<file path="src/hw/rtl/psvm_pkg.sv">
// Shared types and constants for the polyphonic sample voice mixer.
// No dependencies.
`default_nettype none
package psvm_pkg;

   localparam int MID_VALUE    = 32768;
   localparam int REL_STEPS    = 4096;
   localparam int REL_BITS     = 12;
   localparam int ATT_STEPS    = 32;
   localparam int ATT_BITS     = 5;
   localparam int POS_W        = 21;
   localparam int LEN_W        = 20;
   localparam int VEL_IDX_W    = 9;
   localparam int VEL_W        = 10;
   localparam int SAMPLE_W     = 16;
   localparam int SUM_W        = 21;
   localparam int MUL_B_W      = 13;
   localparam int MASK_W       = 24;
   localparam int VEL_ENTRIES  = 125;

   typedef enum logic [1:0] {
      CMD_TICK    = 2'd0,
      CMD_PRESS   = 2'd1,
      CMD_RELEASE = 2'd2,
      CMD_WRITE   = 2'd3
   } cmd_type;

   typedef enum logic [3:0] {
      OP_PASS = 4'b0001,
      OP_VEL  = 4'b0010,
      OP_REL  = 4'b0100,
      OP_ATT  = 4'b1000
   } mac_op_type;

   localparam logic [VEL_W-1:0] VEL_TABLE [0:VEL_ENTRIES-1] = '{
      10'd512, 10'd487, 10'd463, 10'd440, 10'd419, 10'd398, 10'd379, 10'd360, 10'd343,
      10'd326, 10'd310, 10'd295, 10'd280, 10'd267, 10'd254, 10'd241, 10'd230, 10'd218,
      10'd208, 10'd198, 10'd188, 10'd179, 10'd170, 10'd162, 10'd154, 10'd146, 10'd139,
      10'd132, 10'd126, 10'd120, 10'd114, 10'd108, 10'd103, 10'd98,  10'd93,  10'd88,
      10'd84,  10'd80,  10'd76,  10'd72,  10'd69,  10'd65,  10'd62,  10'd59,  10'd56,
      10'd53,  10'd51,  10'd48,  10'd46,  10'd44,  10'd42,  10'd39,  10'd38,  10'd36,
      10'd34,  10'd32,  10'd31,  10'd29,  10'd28,  10'd26,  10'd25,  10'd24,  10'd23,
      10'd21,  10'd20,  10'd19,  10'd18,  10'd17,  10'd17,  10'd16,  10'd15,  10'd14,
      10'd13,  10'd13,  10'd12,  10'd12,  10'd11,  10'd10,  10'd10,  10'd9,   10'd9,
      10'd8,   10'd8,   10'd8,   10'd7,   10'd7,   10'd6,   10'd6,   10'd6,   10'd5,
      10'd5,   10'd5,   10'd5,   10'd4,   10'd4,   10'd4,   10'd4,   10'd4,   10'd3,
      10'd3,   10'd3,   10'd3,   10'd3,   10'd2,   10'd2,   10'd2,   10'd2,   10'd2,
      10'd2,   10'd2,   10'd2,   10'd1,   10'd1,   10'd1,   10'd1,   10'd1,   10'd1,
      10'd1,   10'd1,   10'd1,   10'd1,   10'd1,   10'd1,   10'd1,   10'd1
   };

   // velocity curve; entries past the listed curve are zero
   function automatic logic [VEL_W-1:0] velocity_gain(input logic [VEL_IDX_W-1:0] idx);
      logic [VEL_W-1:0] g;
      g = '0;
      if (idx < VEL_IDX_W'(VEL_ENTRIES)) begin
         g = VEL_TABLE[idx[6:0]];
      end
      return g;
   endfunction

endpackage
`default_nettype wire

</file>
<file path="src/hw/rtl/psvm_mac.sv">
// Shared multiply and arithmetic-shift unit with registered result.
// Depends on psvm_pkg.
`default_nettype none
module psvm_mac
   import psvm_pkg::*;
#(
   parameter int AW        = 18,
   parameter int VEL_SHIFT = 9
) (
   input  wire logic                  clock,
   input  wire mac_op_type            op,
   input  wire logic signed [AW-1:0]  op_a,
   input  wire logic [MUL_B_W-1:0]    op_b,
   output logic signed [AW-1:0]       q_ff
);

   localparam int PW = AW + MUL_B_W + 1;

   logic signed [PW-1:0] prod;
   logic signed [PW-1:0] shifted;
   logic signed [AW-1:0] q_in;

   assign prod = PW'(op_a) * $signed({1'b0, op_b});

   always_comb begin
      case (op)
         OP_VEL:  shifted = prod >>> VEL_SHIFT;
         OP_REL:  shifted = prod >>> REL_BITS;
         OP_ATT:  shifted = prod >>> ATT_BITS;
         default: shifted = prod;
      endcase
      q_in = shifted[AW-1:0];
   end

   always_ff @(posedge clock) begin
      q_ff <= q_in;
   end

endmodule
`default_nettype wire

</file>
<file path="config.mk">
export PLATFORM = sky130hd
export DESIGN_NAME = psvm_mac
export DESIGN_NICKNAME = d
export VERILOG_FILES = /design/src/hw/rtl/psvm_pkg.sv /design/src/hw/rtl/psvm_mac.sv
export SDC_FILE = /design/constraint.sdc
export NUM_CORES = 1
export LEC_CHECK = 0
export BUFFER_PORTS_ARGS = -buffer_cell sky130_fd_sc_hd__buf_2
export CAP_MARGIN = 10
export CORE_UTILIZATION = 45
export CTS_BUF_LIST = sky130_fd_sc_hd__clkbuf_8
export CTS_CLUSTER_DIAMETER = 80
export DETAILED_ROUTE_END_ITERATION = 12
export PLACE_DENSITY = 0.6
export RECOVER_POWER = 25
export SETUP_SLACK_MARGIN = 0.5
export SLEW_MARGIN = 20
export SYNTH_ARGS = -nofsm -noshare
export SYNTH_HDL_FRONTEND = slang
export SYNTH_SLANG_ARGS = --single-unit
</file>
<file path="constraint.sdc">
create_clock -name clock -period 7.32 [get_ports clock]
set_clock_uncertainty 0.2 [all_clocks]
set_input_delay 0.732 -clock clock [delete_from_list [all_inputs] [get_ports clock]]
set_output_delay 0.732 -clock clock [all_outputs]
set_load 0.02 [all_outputs]
</file>
### Word-level counts from Yosys, hierarchy flattened

Cells that the tools add are included.

* bits in registers: 18
* input port bits: 36
* output and inout bits: 18

* multiply operators: 1
* equal/unequal tests: 3
* muxes and demuxes: 1

Operators with widths (count)
* one-hot mux 18 bit (3 select lines): 1
* multiplier 18 x 14 -> 30 bit: 1
* == test 4 x 2 -> 1 bit (second input constant): 1
* == test 4 x 3 -> 1 bit (second input constant): 1
* == test 4 bit (second input constant): 1

### Longest topological paths before layout

* word-level depth: 2
* mapped depth: 24

### Worst setup path after synthesis

Ideal clock, no wire load.

* path type: input to register
* start: in op_b[5]
* end: reg q_ff[16]
* setup time: 128 ps
* data arrival time: 6273 ps
* path slack: 720 ps
* cell stages on the path: 21
* buffers on the path: 2
* path through: clkbuf_1 clkbuf_1 nand2_1 fa_1 fa_1 inv_1 fa_1 fa_1 fa_1 inv_1 fa_1 inv_1 ha_1 o211ai_1 o21bai_1 o32ai_4 a21o_1 a31oi_2 a221o_1 a2111oi_2 nand3_1

* word-level cells in the longest chain between the ends: 2

RTL lines
* start, declared: RTL line psvm_mac.sv:13 `input wire logic [MUL_B_W-1:0] op_b,`
* multiplier 18 x 14 -> 30 bit: RTL line psvm_mac.sv:23 `assign prod = PW'(op_a) * $signed({1'b0, op_b});`
* one-hot mux 18 bit (3 select lines): RTL line psvm_mac.sv:26 `case (op)`
* via shifted[16]: RTL line psvm_mac.sv:20 `logic signed [PW-1:0] shifted;`
* end signal, assigned: RTL line psvm_mac.sv:36 `q_ff <= q_in;`
* end, declared: RTL line psvm_mac.sv:14 `output logic signed [AW-1:0] q_ff`

The timed path passes the listed nets, and every way through them passes these cells.

### Final worst setup path

* start: in op_a[16]
* end: reg q_ff[15]

* word-level cells in the longest chain between the ends: 2

RTL lines
* start, declared: RTL line psvm_mac.sv:12 `input wire logic signed [AW-1:0] op_a,`
* multiplier 18 x 14 -> 30 bit: RTL line psvm_mac.sv:23
* one-hot mux 18 bit (3 select lines): RTL line psvm_mac.sv:26
* via shifted[15]: RTL line psvm_mac.sv:20

The timed path passes the listed nets, and every way through them passes these cells.

==> results.cfg <==
[yosys]
syn_inst = 1095
async_reset_ff_share_pct = 0
ys_ff_latch = 18
synth-simple-area-share_pct = 17.5
synth_edf_count = 0
synth_top_family_by_area = adder cells
syn_area_um2 = 9610
ys_seq_area_share_pct = 3.75
synth_adder_area_share_pct = 54.1
yosysUniqueCellTypes = 63
synth_nets = 1418
synth-xor-area-share_pct = 2.64
syn_avg_cell_area_um2 = 8.78
synth_flop_cell = dfxtp_1
ys.warnings.count = 0
synth_compound_area_share_pct = 9.28
synthMuxAreaShare_pct = 0.625

[placed_design]
portBuffers = 53
gpl.final_weighted_congestion = 0.823
dpl_cell_area_um2 = 10100
hpwlAfterDp_um = 18800
dp.cells = 1390

[setup_path]
startpoint_type = primary input
crit_path_max_fanout = 11
critPathCaptureType = flip-flop
setup.worst_path.class = primary input to flip-flop
worstPathArrival_ns = 6.60
worstPathRequired_ns = 7.26

[layout]
final_cells = 1402
final_cell_area_um2 = 10400
layout_common_cells = inv_1 (267), fa_1 (212), nand2_1 (137), and2_1 (119), ha_1 (68)
top_regs = q_ff: 18 flops
nets = 1451
drive_above_1_share_pct = 9.49
mostFrequentLayoutCell = inv_1
diodes = 0
largest_reg_flops = 18
top_register = q_ff
area_growth_pct = 7.86

[routing]
post_drt_wl_per_cell_um = 16.1
drc = 0
vias = 7223
vias_per_cell = 5.15
drt_iter0_markers = 402
dr.pass1.iters = 5
drt.antenna.violating_nets = 0
routed_wl_um = 22600

[timing]
setup_tns_ns = 0
setup_viol = 0
max_freq_mhz = 150
finalCriticalPeriod_ns = 6.66
post-route-period-util_pct = 91.0
drv_slew = 0
rsz0062_at_grt = yes
finalHoldViolCount = 0
maxSlewHeadroom_pct = 51.9
tightest_slew_ns = 0.720

[floorplanning]
die_area_um2 = 21900
start_util_pct = 45.9
io_pins = 54
die_w_um = 148
core_area_um2 = 21000
rows = 53
die_h_um = 148

[global_route]
grt_overflow = 0
grt_max_degree = 20
grt_usage_pct = 22.2
grt_pass1_vias = 7781
grt_first_pass_wirelength_um = 38600
antenna_found_initial = 0

[clock_tree]
cts_root_buf = clkbuf_8
cts_tree = done
cts_buffers = 3
clk_pin_slew_ns = 0.07
ctsHoldBuffers = 0
clockBufferDepth = 2
cts_max_level = 1
clock-sinks = 18

[worst_hold_path]
hold_path.class = primary input to flip-flop

[flow_run]
drv_cap = 0

[outcome]
outcome = complete, no violations
[cells by family (layout without fill, tap and decap cells)]
group,after synthesis,in the layout
simple gates,329,329
fa+ha+maj,287,287
buf+inv,312,344
compound gates,114,114
flops,18,18
mux,6,6
xor+xnor,29,29
[area by class of cell]
| class | instances | area [µm²] |
|---|---|---|
| clock buffers | 4 | 55.1 |
| fillers | 2103 | 10600 |
| inverters | 269 | 1010 |
| multi-input cells | 765 | 8190 |
| flip-flops and latches | 18 | 360 |
| well taps | 275 | 344 |
| repair buffers | 71 | 407 |
[Yosys cell counts (3+ instances only)]
master / number / area share (%)
inv_1: 269 / 11
fa_1: 214 / 45
nand2_1: 137 / 5.3
and2_1: 119 / 7.7
ha_1: 73 / 9.5
clkbuf_1: 43 / 1.7
nor2_1: 26 / 1.0
a21oi_1: 25 / 1.3
xnor2_1: 22 / 2.0
dfxtp_1: 18 / 3.7
o21ai_0: 16 / 0.83
nand3_1: 10 / 0.52
xor2_1: 7 / 0.64
a21o_1: 6 / 0.47
mux2i_1: 6 / 0.62
a222oi_1: 5 / 0.52
a22oi_1: 5 / 0.39
and3_1: 5 / 0.33
nor3_1: 5 / 0.26
a221o_1: 4 / 0.42
a221oi_1: 4 / 0.36
a31oi_1: 4 / 0.26
nor2b_1: 4 / 0.26
o211ai_1: 4 / 0.31
a211oi_1: 3 / 0.23
a31oi_2: 3 / 0.39
nand2b_1: 3 / 0.20
nand3b_1: 3 / 0.23
o21ai_2: 3 / 0.27
o21bai_1: 3 / 0.23
[final timing paths]
path	start	end	slack, ns	cells past startpoint
worst min-delay path	op_a[0]	q_ff[0]	0.77	3
worst max-delay path	op_a[16]	q_ff[15]	0.66	22
[metal layers]
layer	up-vias	routed length, µm	global-route usage (%)
li1	3376	-	-
met4	0	323	3.14
met1	3691	9410	27.7
met3	20	593	1.26
met2	136	12300	42.8
met5	-	0	0
[what timing repair did]
action | in CTS | in global routing
endpoints found under the hold margin | 0 | 0
buffers inserted | 0 | 8
setup endpoints to repair | 0 | 6
resized for setup | 0 | 32
[critical path: stages]
cell and delay, ns:
buf_2 0.13, buf_4 0.18, and2_1 0.18, fa_1 0.53
inv_1 0.05, fa_1 0.49, inv_1 0.05, fa_1 0.48
fa_1 0.51, fa_1 0.52, inv_1 0.06, fa_1 0.50
inv_1 0.04, ha_1 0.37, and4_1 0.28, a221oi_2 0.38
o21ai_4 0.15, buf_4 0.16, a31oi_2 0.16, xnor2_1 0.12
a22o_1 0.19, or3_1 0.33
[stage by stage]
| stage | setup slack [ns] | hold WS [ns] | utilization (%) |
|---|---|---|---|
| finish | 0.656 | 0.766 | 49.5 |
| global placement | 0.388 | 0.948 | 48.4 |
| global route | 0.468 | 0.761 | 49.5 |
| floorplan | 0.720 | 0.827 | - |
| detailed placement | 0.250 | 0.946 | 48.4 |
| CTS | 0.507 | 0.755 | 48.7 |
Power is left out: the tool's default activity adds up to more than one toggle a clock period on the data nets, which glitch-free logic cannot reach.
